<file path="src/rtl/seven_segment_text_scan_driver_top_macros.svh">
// ----------------------------------------------------------------------------
// Assertion macros for the seven-segment text scan driver
// Clocked, reset-qualified forms for same-cycle and next-cycle checks.
// ----------------------------------------------------------------------------
`ifndef SEVEN_SEGMENT_TEXT_SCAN_DRIVER_TOP_MACROS_SVH
`define SEVEN_SEGMENT_TEXT_SCAN_DRIVER_TOP_MACROS_SVH

// The consequent must hold in the same cycle as the antecedent.
`define SSD_ASSERT_NOW(lbl, ck, rn, ante, cons, msg) \
	lbl: assert property (@(posedge ck) disable iff (!rn) (ante) |-> (cons)) \
		else $error(msg);

// The consequent must hold in the cycle after the antecedent.
`define SSD_ASSERT_NEXT(lbl, ck, rn, ante, cons, msg) \
	lbl: assert property (@(posedge ck) disable iff (!rn) (ante) |=> (cons)) \
		else $error(msg);

`endif

</file>
<file path="src/rtl/ssd_pkg.sv">
// ----------------------------------------------------------------------------
// Seven-segment text scan driver package
// Shared constants, command and result types, and the character glyph table.
// ----------------------------------------------------------------------------
package ssd_pkg;

	localparam int DIGITS = 4;
	localparam int IDX_W = (DIGITS > 1) ? $clog2(DIGITS) : 1;
	localparam int POS_W = 3;
	localparam int SLOT_W = 9;
	localparam int EN_W = 4;
	localparam int BLANK_W = 8;

	localparam logic [1:0] OP_BEGIN = 2'd0;
	localparam logic [1:0] OP_CHAR = 2'd1;
	localparam logic [1:0] OP_TICK = 2'd2;
	localparam logic [1:0] OP_UNUSED = 2'd3;

	localparam logic [7:0] CHAR_DOT = 8'h2E;
	localparam logic [7:0] SEG_DP = 8'h80;
	localparam logic [7:0] SEG_G = 8'h40;

	typedef enum logic [1:0] {
		CMD_BEGIN,
		CMD_CHAR,
		CMD_DOT,
		CMD_TICK
	} cmd_kind_t;

	typedef struct packed {
		cmd_kind_t kind;
		logic [7:0] glyph;
	} cmd_t;

	typedef struct packed {
		logic [7:0] segments_n;
		logic [EN_W-1:0] digit_enables_n;
	} res_t;

	typedef struct packed {
		logic push;
	} res_ctl_t;

	function automatic logic [7:0] glyph_of(input logic [7:0] c);
		logic [7:0] g;
		case (c)
			8'h30: g = 8'h3F;
			8'h31: g = 8'h06;
			8'h32: g = 8'h5B;
			8'h33: g = 8'h4F;
			8'h34: g = 8'h66;
			8'h35: g = 8'h6D;
			8'h36: g = 8'h7D;
			8'h37: g = 8'h07;
			8'h38: g = 8'h7F;
			8'h39: g = 8'h6F;
			8'h2D: g = SEG_G;
			8'h41: g = 8'h77;
			8'h61: g = 8'h5F;
			8'h62: g = 8'h7C;
			8'h43: g = 8'h39;
			8'h63: g = 8'h58;
			8'h64: g = 8'h5E;
			8'h45: g = 8'h79;
			8'h65: g = 8'h7B;
			8'h46: g = 8'h71;
			8'h47: g = 8'h3D;
			8'h67: g = 8'h6F;
			8'h48: g = 8'h76;
			8'h68: g = 8'h74;
			8'h49: g = 8'h06;
			8'h69: g = 8'h04;
			8'h4A: g = 8'h1E;
			8'h4B: g = 8'h7A;
			8'h4C: g = 8'h38;
			8'h6C: g = 8'h06;
			8'h6E: g = 8'h54;
			8'h4F: g = 8'h3F;
			8'h6F: g = 8'h5C;
			8'h50: g = 8'h73;
			8'h52: g = 8'h31;
			8'h72: g = 8'h50;
			8'h53: g = 8'h6D;
			8'h74: g = 8'h78;
			8'h55: g = 8'h3E;
			8'h75: g = 8'h1C;
			8'h56: g = 8'h1C;
			8'h3F: g = 8'h53;
			default: g = 8'h00;
		endcase
		return g;
	endfunction

endpackage

</file>
<file path="src/rtl/ssd_front.sv">
// ----------------------------------------------------------------------------
// Front end: item decode and command queue
// Classifies each accepted item, looks up its glyph and queues the command.
// ----------------------------------------------------------------------------
module ssd_front
	import ssd_pkg::*;
(
	input  logic       clk,
	input  logic       arst_n,
	input  logic       push,
	output logic       full,
	input  logic [1:0] opcode,
	input  logic [7:0] char_code,
	output logic       cmd_valid,
	output cmd_t       cmd,
	input  logic       cmd_pop
);

	cmd_t mem_q [2];
	logic wr_ptr_q;
	logic rd_ptr_q;
	logic [1:0] count_q;
	logic enq;
	cmd_t dec;

	always_comb begin
		enq = 1'b0;
		dec.kind = CMD_TICK;
		dec.glyph = glyph_of(char_code);
		case (opcode)
			OP_BEGIN: begin
				enq = 1'b1;
				dec.kind = CMD_BEGIN;
			end
			OP_CHAR: begin
				enq = 1'b1;
				dec.kind = (char_code == CHAR_DOT) ? CMD_DOT : CMD_CHAR;
			end
			OP_TICK: begin
				enq = 1'b1;
				dec.kind = CMD_TICK;
			end
			default: enq = 1'b0;
		endcase
		enq = enq && push && !full;
	end

	assign full = (count_q == 2'd2);
	assign cmd_valid = (count_q != 2'd0);
	assign cmd = mem_q[rd_ptr_q];

	always_ff @(posedge clk) begin
		if (enq) begin
			mem_q[wr_ptr_q] <= dec;
		end
	end

	always_ff @(posedge clk or negedge arst_n) begin
		if (!arst_n) begin
			wr_ptr_q <= 1'b0;
			rd_ptr_q <= 1'b0;
			count_q <= 2'd0;
		end else begin
			if (enq) begin
				wr_ptr_q <= ~wr_ptr_q;
			end
			if (cmd_pop) begin
				rd_ptr_q <= ~rd_ptr_q;
			end
			count_q <= count_q + {1'b0, enq} - {1'b0, cmd_pop};
		end
	end

endmodule

</file>
<file path="src/rtl/ssd_back.sv">
// ----------------------------------------------------------------------------
// Back end: text buffer and scan execution
// Applies queued commands to the segment buffer and produces scan drives.
// ----------------------------------------------------------------------------
module ssd_back
	import ssd_pkg::*;
(
	input  logic               clk,
	input  logic               arst_n,
	input  logic               cfg_we,
	input  logic [BLANK_W-1:0] cfg_wdata,
	input  logic               cmd_valid,
	input  cmd_t               cmd,
	output logic               cmd_pop,
	input  logic               res_room,
	output res_ctl_t           res_ctl,
	output res_t               res
);

	logic [7:0] buf_q [DIGITS];
	logic [POS_W-1:0] wpos_q;
	logic past_end_q;
	logic [SLOT_W-1:0] slot_q;
	logic [BLANK_W-1:0] blank_slots_q;

	logic [IDX_W-1:0] wr_idx;
	logic [IDX_W-1:0] dot_idx;
	logic [SLOT_W-1:0] slot_inc;
	logic [SLOT_W-1:0] slot_bound;
	logic [SLOT_W-1:0] slot_next;

	assign cmd_pop = cmd_valid && ((cmd.kind != CMD_TICK) || res_room);
	assign res_ctl.push = cmd_pop && (cmd.kind == CMD_TICK);

	assign wr_idx = wpos_q[IDX_W-1:0];
	assign dot_idx = wr_idx + IDX_W'(1);
	assign slot_inc = slot_q + SLOT_W'(1);
	assign slot_bound = SLOT_W'(DIGITS) + {{(SLOT_W-BLANK_W){1'b0}}, blank_slots_q};
	assign slot_next = (slot_inc >= slot_bound) ? '0 : slot_inc;

	always_comb begin
		res.segments_n = 8'hFF;
		res.digit_enables_n = '1;
		if (slot_q < SLOT_W'(DIGITS)) begin
			res.segments_n = ~buf_q[slot_q[IDX_W-1:0]];
			if (slot_q < SLOT_W'(EN_W)) begin
				res.digit_enables_n = ~(EN_W'(1) << slot_q[$clog2(EN_W)-1:0]);
			end
		end
	end

	always_ff @(posedge clk or negedge arst_n) begin
		if (!arst_n) begin
			blank_slots_q <= '0;
		end else if (cfg_we) begin
			blank_slots_q <= cfg_wdata;
		end
	end

	always_ff @(posedge clk or negedge arst_n) begin
		if (!arst_n) begin
			for (int i = 0; i < DIGITS; i++) begin
				buf_q[i] <= 8'h00;
			end
			wpos_q <= POS_W'(DIGITS - 1);
			past_end_q <= 1'b0;
			slot_q <= '0;
		end else if (cmd_pop) begin
			case (cmd.kind)
				CMD_BEGIN: begin
					for (int i = 0; i < DIGITS; i++) begin
						buf_q[i] <= 8'h00;
					end
					wpos_q <= POS_W'(DIGITS - 1);
					past_end_q <= 1'b0;
				end
				CMD_CHAR: begin
					if (!past_end_q) begin
						buf_q[wr_idx] <= cmd.glyph;
						if (wpos_q == '0) begin
							past_end_q <= 1'b1;
						end else begin
							wpos_q <= wpos_q - POS_W'(1);
						end
					end
				end
				CMD_DOT: begin
					// A dot before any character of the text has no digit to mark.
					if (past_end_q) begin
						buf_q[0] <= buf_q[0] | SEG_DP;
					end else if (wpos_q < POS_W'(DIGITS - 1)) begin
						buf_q[dot_idx] <= buf_q[dot_idx] | SEG_DP;
					end
				end
				CMD_TICK: begin
					slot_q <= slot_next;
				end
				default: begin
					slot_q <= slot_q;
				end
			endcase
		end
	end

endmodule

</file>
<file path="src/rtl/ssd_result_q.sv">
// ----------------------------------------------------------------------------
// Result queue
// Two-entry queue holding scan drives until they are popped.
// ----------------------------------------------------------------------------
module ssd_result_q
	import ssd_pkg::*;
(
	input  logic            clk,
	input  logic            arst_n,
	input  res_ctl_t        res_ctl,
	input  res_t            res,
	output logic            res_room,
	input  logic            pop,
	output logic            empty,
	output logic [7:0]      segments_n,
	output logic [EN_W-1:0] digit_enables_n
);

	res_t mem_q [2];
	logic wr_ptr_q;
	logic rd_ptr_q;
	logic [1:0] count_q;
	logic deq;

	assign empty = (count_q == 2'd0);
	assign deq = pop && !empty;
	assign res_room = (count_q != 2'd2) || deq;
	assign segments_n = mem_q[rd_ptr_q].segments_n;
	assign digit_enables_n = mem_q[rd_ptr_q].digit_enables_n;

	always_ff @(posedge clk) begin
		if (res_ctl.push) begin
			mem_q[wr_ptr_q] <= res;
		end
	end

	always_ff @(posedge clk or negedge arst_n) begin
		if (!arst_n) begin
			wr_ptr_q <= 1'b0;
			rd_ptr_q <= 1'b0;
			count_q <= 2'd0;
		end else begin
			if (res_ctl.push) begin
				wr_ptr_q <= ~wr_ptr_q;
			end
			if (deq) begin
				rd_ptr_q <= ~rd_ptr_q;
			end
			count_q <= count_q + {1'b0, res_ctl.push} - {1'b0, deq};
		end
	end

endmodule

</file>
<file path="src/rtl/seven_segment_text_scan_driver_top.sv">
// ----------------------------------------------------------------------------
// Seven-segment text scan driver, top level
// One item per cycle while the command queue has room; a scan tick's drives
// pass the command and result queues, both two-entry, before they can be popped.
// Reset blanks the text, leaves the write position leftmost and zeroes the scan.
// ----------------------------------------------------------------------------
`include "seven_segment_text_scan_driver_top_macros.svh"

module seven_segment_text_scan_driver_top
	import ssd_pkg::*;
(
	input  logic               clk,
	input  logic               arst_n,
	input  logic               push,
	output logic               full,
	input  logic [1:0]         opcode,
	input  logic [7:0]         char_code,
	input  logic               pop,
	output logic               empty,
	output logic [7:0]         segments_n,
	output logic [EN_W-1:0]    digit_enables_n,
	input  logic               cfg_we,
	input  logic [BLANK_W-1:0] cfg_wdata
);

	logic cmd_valid;
	cmd_t cmd;
	logic cmd_pop;
	logic res_room;
	res_ctl_t res_ctl;
	res_t res;

	ssd_front u_front (
		.clk       (clk),
		.arst_n    (arst_n),
		.push      (push),
		.full      (full),
		.opcode    (opcode),
		.char_code (char_code),
		.cmd_valid (cmd_valid),
		.cmd       (cmd),
		.cmd_pop   (cmd_pop)
	);

	ssd_back u_back (
		.clk       (clk),
		.arst_n    (arst_n),
		.cfg_we    (cfg_we),
		.cfg_wdata (cfg_wdata),
		.cmd_valid (cmd_valid),
		.cmd       (cmd),
		.cmd_pop   (cmd_pop),
		.res_room  (res_room),
		.res_ctl   (res_ctl),
		.res       (res)
	);

	ssd_result_q u_result_q (
		.clk             (clk),
		.arst_n          (arst_n),
		.res_ctl         (res_ctl),
		.res             (res),
		.res_room        (res_room),
		.pop             (pop),
		.empty           (empty),
		.segments_n      (segments_n),
		.digit_enables_n (digit_enables_n)
	);

	`SSD_ASSERT_NOW(a_push_has_room, clk, arst_n, res_ctl.push, res_room, "result pushed while full")
	`SSD_ASSERT_NOW(a_one_digit_lit, clk, arst_n, !empty, $countones(~digit_enables_n) <= 1, "more than one digit enabled")
	`SSD_ASSERT_NEXT(a_cmd_queued, clk, arst_n, push && !full && (opcode != OP_UNUSED), cmd_valid, "accepted item missing from command queue")

endmodule
</file>
<file path="config.mk">
export PLATFORM = sky130hd
export DESIGN_NAME = seven_segment_text_scan_driver_top
export DESIGN_NICKNAME = d
export VERILOG_FILES = /design/src/rtl/ssd_pkg.sv /design/src/rtl/ssd_front.sv /design/src/rtl/ssd_back.sv /design/src/rtl/ssd_result_q.sv /design/src/rtl/seven_segment_text_scan_driver_top.sv
export VERILOG_INCLUDE_DIRS = /design/src /design/src/rtl
export SDC_FILE = /design/constraint.sdc
export NUM_CORES = 1
export LEC_CHECK = 0
export ABC_AREA = 1
export CAP_MARGIN = 20
export CORE_MARGIN = 2
export CORE_UTILIZATION = 50
export CTS_BUF_LIST = sky130_fd_sc_hd__clkbuf_8
export CTS_CLUSTER_SIZE = 30
export DETAILED_ROUTE_END_ITERATION = 8
export DONT_BUFFER_PORTS = 1
export PLACE_DENSITY = 0.66
export SETUP_SLACK_MARGIN = 0.02
export SLEW_MARGIN = 15
export SYNTH_ARGS = -nofsm -noshare
export SYNTH_HDL_FRONTEND = slang
export SYNTH_SLANG_ARGS = --single-unit
</file>
<file path="constraint.sdc">
create_clock -name clk -period 2.7 [get_ports clk]
set_input_delay 0.405 -clock clk [delete_from_list [all_inputs] [get_ports clk]]
set_output_delay 0.405 -clock clk [all_outputs]
set_load 0.005 [all_outputs]
</file>
==> metrics.md, run 1 <==
| Metric | Value |
|---|---|
| Pwr/cell area | `1040 mW/mm²` |
| Critical Path Start Type | `register` |
| Area growth syn-to-layout | `6.25%` |
| Synthesized flop and latch total | `103` |
| RSZ-0062 raised after global routing | `no` |
| Max cap viols | `0` |
| Clock root buffer | `clkbuf_8` |
| Post-synth ARST share | `59.2%` |
| Final Max Slew Viols | `0` |
| Register area | `0.00279 mm²` |
| Crit Path Class | `reg -> reg` |
| Design Power | `7.43 mW` |
| First-pass GRT wire length | `27500 µm` |
| Drt initial violations | `457` |
| Worst slew pin tran | `0.577 ns` |
| CTS tree | `done` |
| Largest cells by area after synthesis | `dfrtp_1, nand2_1, edfxtp_1` |
| Routed WL per cell | `14.9 µm` |
| Fmax | `419 MHz` |
| Layout cells sized above 1 | `7.72%` |
| Max transition margin | `61.5%` |
| Top cell family by delay on the critical path | `simple AND/OR/NAND/NOR gates` |
| Row count | `42` |
| Hold bufs inserted after CTS | `2` |
| Crit-path slowest cell | `dfrtp_1` |
| Fill count | `1292` |
| Die X | `120 µm` |
| PostCTS Resize Cnt | `0` |
| Hold crit path type | `in -> reg` |
| Yosys warnings | `0` |
| Vias per cell | `5.33` |
| Finish-stage setup viols | `0` |
| Unique cell type count in the Yosys netlist | `37` |
| Leak Pwr | `3.40 nW` |
| WP buf/inv | `1` |
| Syn nets | `973` |
| Syn_area_per_cell | `7.33 µm²` |
| Final nets | `973` |
| Mapped cell area | `0.00671 mm²` |
| Post-DP HPWL | `11200 µm` |
| Post-synth top area share | `22.0%` |
| Most frequent cell after synthesis | `nand2_1` |
| Clock slew at reported path FFs | `0.10 ns` |
| CP Capture Type | `register` |
| Initial antenna violation count | `0` |
| H-tree levels | `3` |
| Yosys top cell by area | `dfrtp_1` |
| Post-CTS setup buffer count | `0` |
| Crit-path cells | `buf_4 -> ha_1 -> xor2_1 -> ha_1 -> nand2_1 -> nand2_1 -> nand2_1 -> nand2_1 -> nand2_1 -> nand4_1 -> o21ai_0` |
| CP max stage delay | `0.39 ns` |
| Initial core utilization | `50.9%` |
| Ys flop type | `dfrtp_1` |
| Drt pass-1 iters | `5` |
| Post-synthesis sequential area ratio | `41.6%` |
| Status | `completed` |
| Number of diodes | `0` |
| Setup TNS | `0 ns` |
| Worst vdd ir | `0.497 mV` |
| Number of flops mapped to enable cells by yosys | `42` |
| Core area | `0.0132 mm²` |
| Die height | `120 µm` |
| Clk_lat worst skew | `0.39 ns` |
| Routability Congestion | `0.927` |
| Commonest cells post-synth | `nand2_1, inv_1, nand3_1` |
| DRC viols | `0` |
| Final clock skew | `0.0217 ns` |
| Total grt overflow | `0` |
| CP required | `3.00 ns` |
| Pin count of the biggest net entering global routing | `62` |
| Final ANT Viol Nets | `0` |
| Overall routing resource usage | `24.2%` |
| CTS Buf Count | `9` |
| Routed vias | `5839` |
| Crit path max fanout | `24` |
| Deepest clock path buffer count | `2` |
| Die Area | `0.0144 mm²` |
| Io pins | `37` |
| Cell mode on critical path | `nand2_1` |
| Vias in the first global route | `5625` |
| DRT Wirelength | `16300 µm` |
| CTS sink count | `103` |
| Final worst-path cycle share | `88.4%` |
| Final number of hold-violating endpoints | `0` |
| Area of the multi-input gates | `0.00347 mm²` |
| Critical path arrival | `2.69 ns` |
| Fin crit period | `2.39 ns` |
| Buffers on Ports | `0` |
| Cell count after synthesis | `915` |
[through the flow]
| step | setup slack, ns | area (µm²) | cells | hold WS [ns] | utilization (%) |
|---|---|---|---|---|---|
| after global routing | 0.0995 | 7130 | 1096 | 0.0919 | 54.1 |
| after CTS | 0.313 | 7130 | 1096 | 0.0864 | 54.1 |
| after floorplan | 0.246 | 6710 | 915 | 0.109 | - |
| after detailed placement | 0.345 | 6900 | 1078 | 0.111 | 52.3 |
| final | 0.312 | 7130 | 1096 | 0.109 | 54.1 |
| after global placement | 0.417 | 6900 | 1078 | 0.111 | 52.3 |
[sequential cells by signal, summed over array words and instances, names as in the netlist]
register,cells
u_back.wpos_q,3
u_front.count_q,2
u_result_q.wr_ptr_q,1
u_result_q.count_q,2
u_back.buf_q,32
u_result_q.mem_q,24
u_result_q.rd_ptr_q,1
u_front.wr_ptr_q,1
u_back.past_end_q,1
u_front.rd_ptr_q,1
u_back.slot_q,9
u_back.blank_slots_q,8
u_front.mem_q,18
[final cells by class]
class / count / share of cell area (%)
repair buffers: 19 / 2.32
clock inverters: 7 / 1.02
multi-input cells: 706 / 48.7
well taps: 176 / 3.09
clock buffers: 9 / 1.74
flip-flops and latches: 103 / 39.1
inverters: 76 / 4.00
[report_power, final]
group	total, mW	switching (mW)	leakage [nW]	internal, mW
clock network	0.989	0.553	0.107	0.435
logic	3.92	2.70	2.12	1.21
registers	2.52	0.333	1.17	2.19
total	7.43	3.59	3.40	3.84
[worst paths after layout]
| path | start | to | slack, ns | depth (start not counted) |
|---|---|---|---|---|
| worst max-delay path | u_back.slot_q[0] | u_back.slot_q[5] | 0.31 | 11 |
| worst min-delay path | cfg_we | u_back.blank_slots_q[7] | 0.11 | 1 |
| worst max register to register | u_back.slot_q[0] | u_back.slot_q[5] | 0.31 | 11 |
| worst min register to register | u_back.slot_q[8] | u_back.slot_q[8] | 0.50 | 2 |
| max in group asynchronous | arst_n | u_back.wpos_q[0] | 1.86 | 2 |
| min in group asynchronous | arst_n | u_back.buf_q[23] | 0.55 | 2 |
[per-layer routing]
metal,track usage [%],up-vias,wire [µm]
met2,37.9,208,7380
met5,0,-,0
li1,-,2950,-
met3,5.80,29,1130
met1,32.7,2652,7390
met4,8.82,0,403
[cell usage in the layout, fill, tap and decap left out, drive strengths merged, types with 9 or more instances in the layout]
| cell | synthesis | final |
|---|---|---|
| dfrtp | 59 | 59 |
| clkbuf | 6 | 9 |
| o22ai | 11 | 11 |
| edfxtp | 42 | 42 |
| nor2 | 63 | 63 |
| nand3 | 68 | 68 |
| a21oi | 32 | 32 |
| xor2 | 12 | 12 |
| o21ai | 58 | 58 |
| inv | 76 | 80 |
| nand2 | 392 | 392 |
| ha | 35 | 35 |
| o211ai | 9 | 9 |
| buf | 24 | 18 |
[cell families (layout without fill, tap and decap cells)]
| family | count (synthesis) | count (layout) | synth area share [%] |
|---|---|---|---|
| xor gates and xnor gates | 16 | 16 | 2.09 |
| muxes | 4 | 4 | 0.671 |
| buffers and inverters | 106 | 111 | 6.77 |
| DFF | 103 | 103 | 41.6 |
| and+or+nand+nor | 538 | 538 | 32.9 |
| adders and majority gates | 35 | 35 | 6.53 |
| AOI/OAI and AO/OA | 113 | 113 | 9.44 |
Note: power is estimated with default switching activity, not from simulation.
==> run 2, diff against run 1 <==
--- a/config.mk
+++ b/config.mk
@@ -8,13 +8,15 @@
 export LEC_CHECK = 0
 export ABC_AREA = 1
 export CAP_MARGIN = 20
+export CELL_PAD_IN_SITES_DETAIL_PLACEMENT = 1
+export CELL_PAD_IN_SITES_GLOBAL_PLACEMENT = 2
 export CORE_MARGIN = 2
-export CORE_UTILIZATION = 50
+export CORE_UTILIZATION = 39
 export CTS_BUF_LIST = sky130_fd_sc_hd__clkbuf_8
 export CTS_CLUSTER_SIZE = 30
 export DETAILED_ROUTE_END_ITERATION = 8
 export DONT_BUFFER_PORTS = 1
-export PLACE_DENSITY = 0.66
+export PLACE_DENSITY = 0.84
 export SETUP_SLACK_MARGIN = 0.02
 export SLEW_MARGIN = 15
 export SYNTH_ARGS = -nofsm -noshare
==> run 2 against run 1 <==
  * Critical path depth is the same
  * Final area grew 0.33%
  * Setup slack got worse by 0.0074 ns
  * Sequential cell count unchanged
  * Routed wire length rose by 19%
  * Sequential share of layout area shrank 0.13 points
  * Critical endpoint is now u_back.buf_q[0]
  * Largest cell class unchanged
==> metrics.md, run 2 (synthesis gave the netlist of run 1 again) <==
| Metric | Value |
|---|---|
| Total grt overflow | `0 (unchanged)` |
| Status | `completed` |
| Die height | `135 µm (+13%)` |
| CP Capture Type | `register` |
| First-pass GRT wire length | `31900 µm (+16%)` |
| Final worst-path cycle share | `88.7% (+0.28 points)` |
| Initial core utilization | `40.2% (-11 points)` |
| CTS Buf Count | `9 (unchanged)` |
| Buffers on Ports | `0 (unchanged)` |
| Post-DP HPWL | `14400 µm (+28%)` |
| Number of diodes | `0 (unchanged)` |
| Drt initial violations | `369 (-19%)` |
| Layout cells sized above 1 | `7.51% (-0.21 points)` |
| Pin count of the biggest net entering global routing | `62 (unchanged)` |
| Final ANT Viol Nets | `0 (unchanged)` |
| Fmax | `418 MHz (-0.31%)` |
| DRT Wirelength | `19300 µm (+19%)` |
| Row count | `47 (+12%)` |
| RSZ-0062 raised after global routing | `no` |
| Final nets | `972 (-0.10%)` |
| Dpl cell area | `0.00693 mm² (+0.49%)` |
| Worst vdd ir | `0.441 mV (-11%)` |
| Critical Path Start Type | `register` |
| Pwr/cell area | `1050 mW/mm² (+0.67%)` |
| Max transition margin | `45.0% (-17 points)` |
| Most frequent cells in the layout | `nand2_1, inv_1, nand3_1` |
| Finish-stage setup viols | `0 (unchanged)` |
| Io pins | `37 (unchanged)` |
| Fin area | `0.00715 mm² (+0.33%)` |
| Max cap viols | `0 (unchanged)` |
| Critical path arrival | `2.71 ns (+0.02 ns)` |
| Placed cells | `1120 (+3.9%)` |
| Worst hold margin | `0.117 ns (+0.00886 ns)` |
| CTS tree | `done` |
| Die Area | `0.0183 mm² (+27%)` |
| Hold depth | `1 (unchanged)` |
| Vias per cell | `5.27 (-1.0%)` |
| Crit path max fanout | `28 (+17%)` |
| Clk_lat worst skew | `0.38 ns (about the same)` |
| Final Max Slew Viols | `0 (unchanged)` |
| Worst slew pin tran | `0.822 ns (+0.245 ns)` |
| Final Instance Count excl. Fillers | `1139 (+3.9%)` |
| Setup TNS | `0 ns (unchanged)` |
| Hold crit path type | `in -> reg` |
| Initial antenna violation count | `0 (unchanged)` |
| Fill count | `2180 (+69%)` |
| Routability Congestion | `0.849 (-8.4%)` |
| Fin crit period | `2.39 ns (+0.00743 ns)` |
| Die X | `135 µm (+13%)` |
| Leak Pwr | `3.38 nW (-0.47%)` |
| Clock slew at reported path FFs | `0.10 ns (about the same)` |
| Deepest clock path buffer count | `2 (unchanged)` |
| Routed vias | `6005 (+2.8%)` |
| Clock root buffer | `clkbuf_8` |
| Register name with the most flops | `u_back.buf_q` |
| Routed WL per cell | `17.0 µm (+14%)` |
| Crit Path Class | `reg -> reg` |
| H-tree levels | `3 (unchanged)` |
| Largest regs | `u_back.buf_q (32), u_result_q.mem_q (24), u_front.mem_q (18)` |
| Vias in the first global route | `6149 (+9.3%)` |
| Core area | `0.0167 mm² (+27%)` |
| Drt pass-1 iters | `4 (-1)` |
| CP required | `3.01 ns (about the same)` |
| Final clock skew | `0.0114 ns (-0.0104 ns)` |
| Final number of hold-violating endpoints | `0 (unchanged)` |
| Max FFs per register | `32 (unchanged)` |
| Area of the multi-input gates | `0.00347 mm² (-0.18%)` |
| Register area | `0.00279 mm² (unchanged)` |
| CTS sink count | `103 (unchanged)` |
| FF-to-FF path depth | `11 (unchanged)` |
| Overall routing resource usage | `22.1% (-2.1 points)` |
| Area growth syn-to-layout | `6.60%` |
| DRC viols | `0 (unchanged)` |
| Commonest non-fill, non-tap cell in the layout | `nand2_1` |
[run 2: final timing paths]
kind	startpoint	end	slack [ns]
hold reg to reg	u_back.wpos_q[1]	u_back.wpos_q[1]	0.51
min in group asynchronous	arst_n	u_result_q.rd_ptr_q	0.53
setup / recovery	u_front.rd_ptr_q	u_back.buf_q[0]	0.31
hold / removal	cfg_we	u_back.blank_slots_q[7]	0.12
max in group asynchronous	arst_n	u_back.wpos_q[1]	1.81
setup reg to reg	u_front.rd_ptr_q	u_back.buf_q[0]	0.31
[run 2: critical path, cell delays in order, from the launching register on]
cell and delay, ns:
dfrtp_1 0.40, buf_4 0.18, o21ai_0 0.30, inv_1 0.11, ha_1 0.35, nand2_1 0.15
nand2_2 0.08, nor2_4 0.15, nand2_4 0.09, nor2_8 0.34, nand2_1 0.11, nand2_1 0.08
[run 2: area by class of cell]
cell class	count	share of cell area, %
clock buffer	9	1.73
inverter	76	3.99
timing repair buffer	18	2.20
clock inverter	7	0.770
sequential	103	39.0
multi-input combinational	706	48.5
tap	220	3.85
[run 2: what timing repair did]
item	in CTS	in global routing
setup endpoints to repair	0	3
hold endpoints to repair	61	0
setup buffers	0	1
hold buffers	2	0
resized for setup	0	1
[run 2: layer usage]
metal	vias up	wire, µm	track usage, %
met5	-	0	0
met4	0	471	6.89
met3	22	748	3.55
met2	109	9440	38.1
met1	2929	8670	28.6
li1	2945	-	-
[run 2: stage by stage]
stage | power (mW) | setup slack, ns | util, %
after floorplan | 5.36 | 0.246 | -
after global placement | 6.38 | 0.379 | 41.5
after detailed placement | 6.58 | 0.177 | 41.5
after CTS | 7.55 | 0.181 | 42.8
after global routing | 8.12 | 0.0763 | 42.8
final | 7.50 | 0.305 | 42.8
[run 2: report_power, final]
part / internal [mW] / leakage (nW) / total [mW] / switching, mW
Combinational: 1.21 / 2.11 / 4.02 / 2.81
Sequential: 2.19 / 1.17 / 2.56 / 0.367
Clock: 0.348 / 0.0973 / 0.929 / 0.581
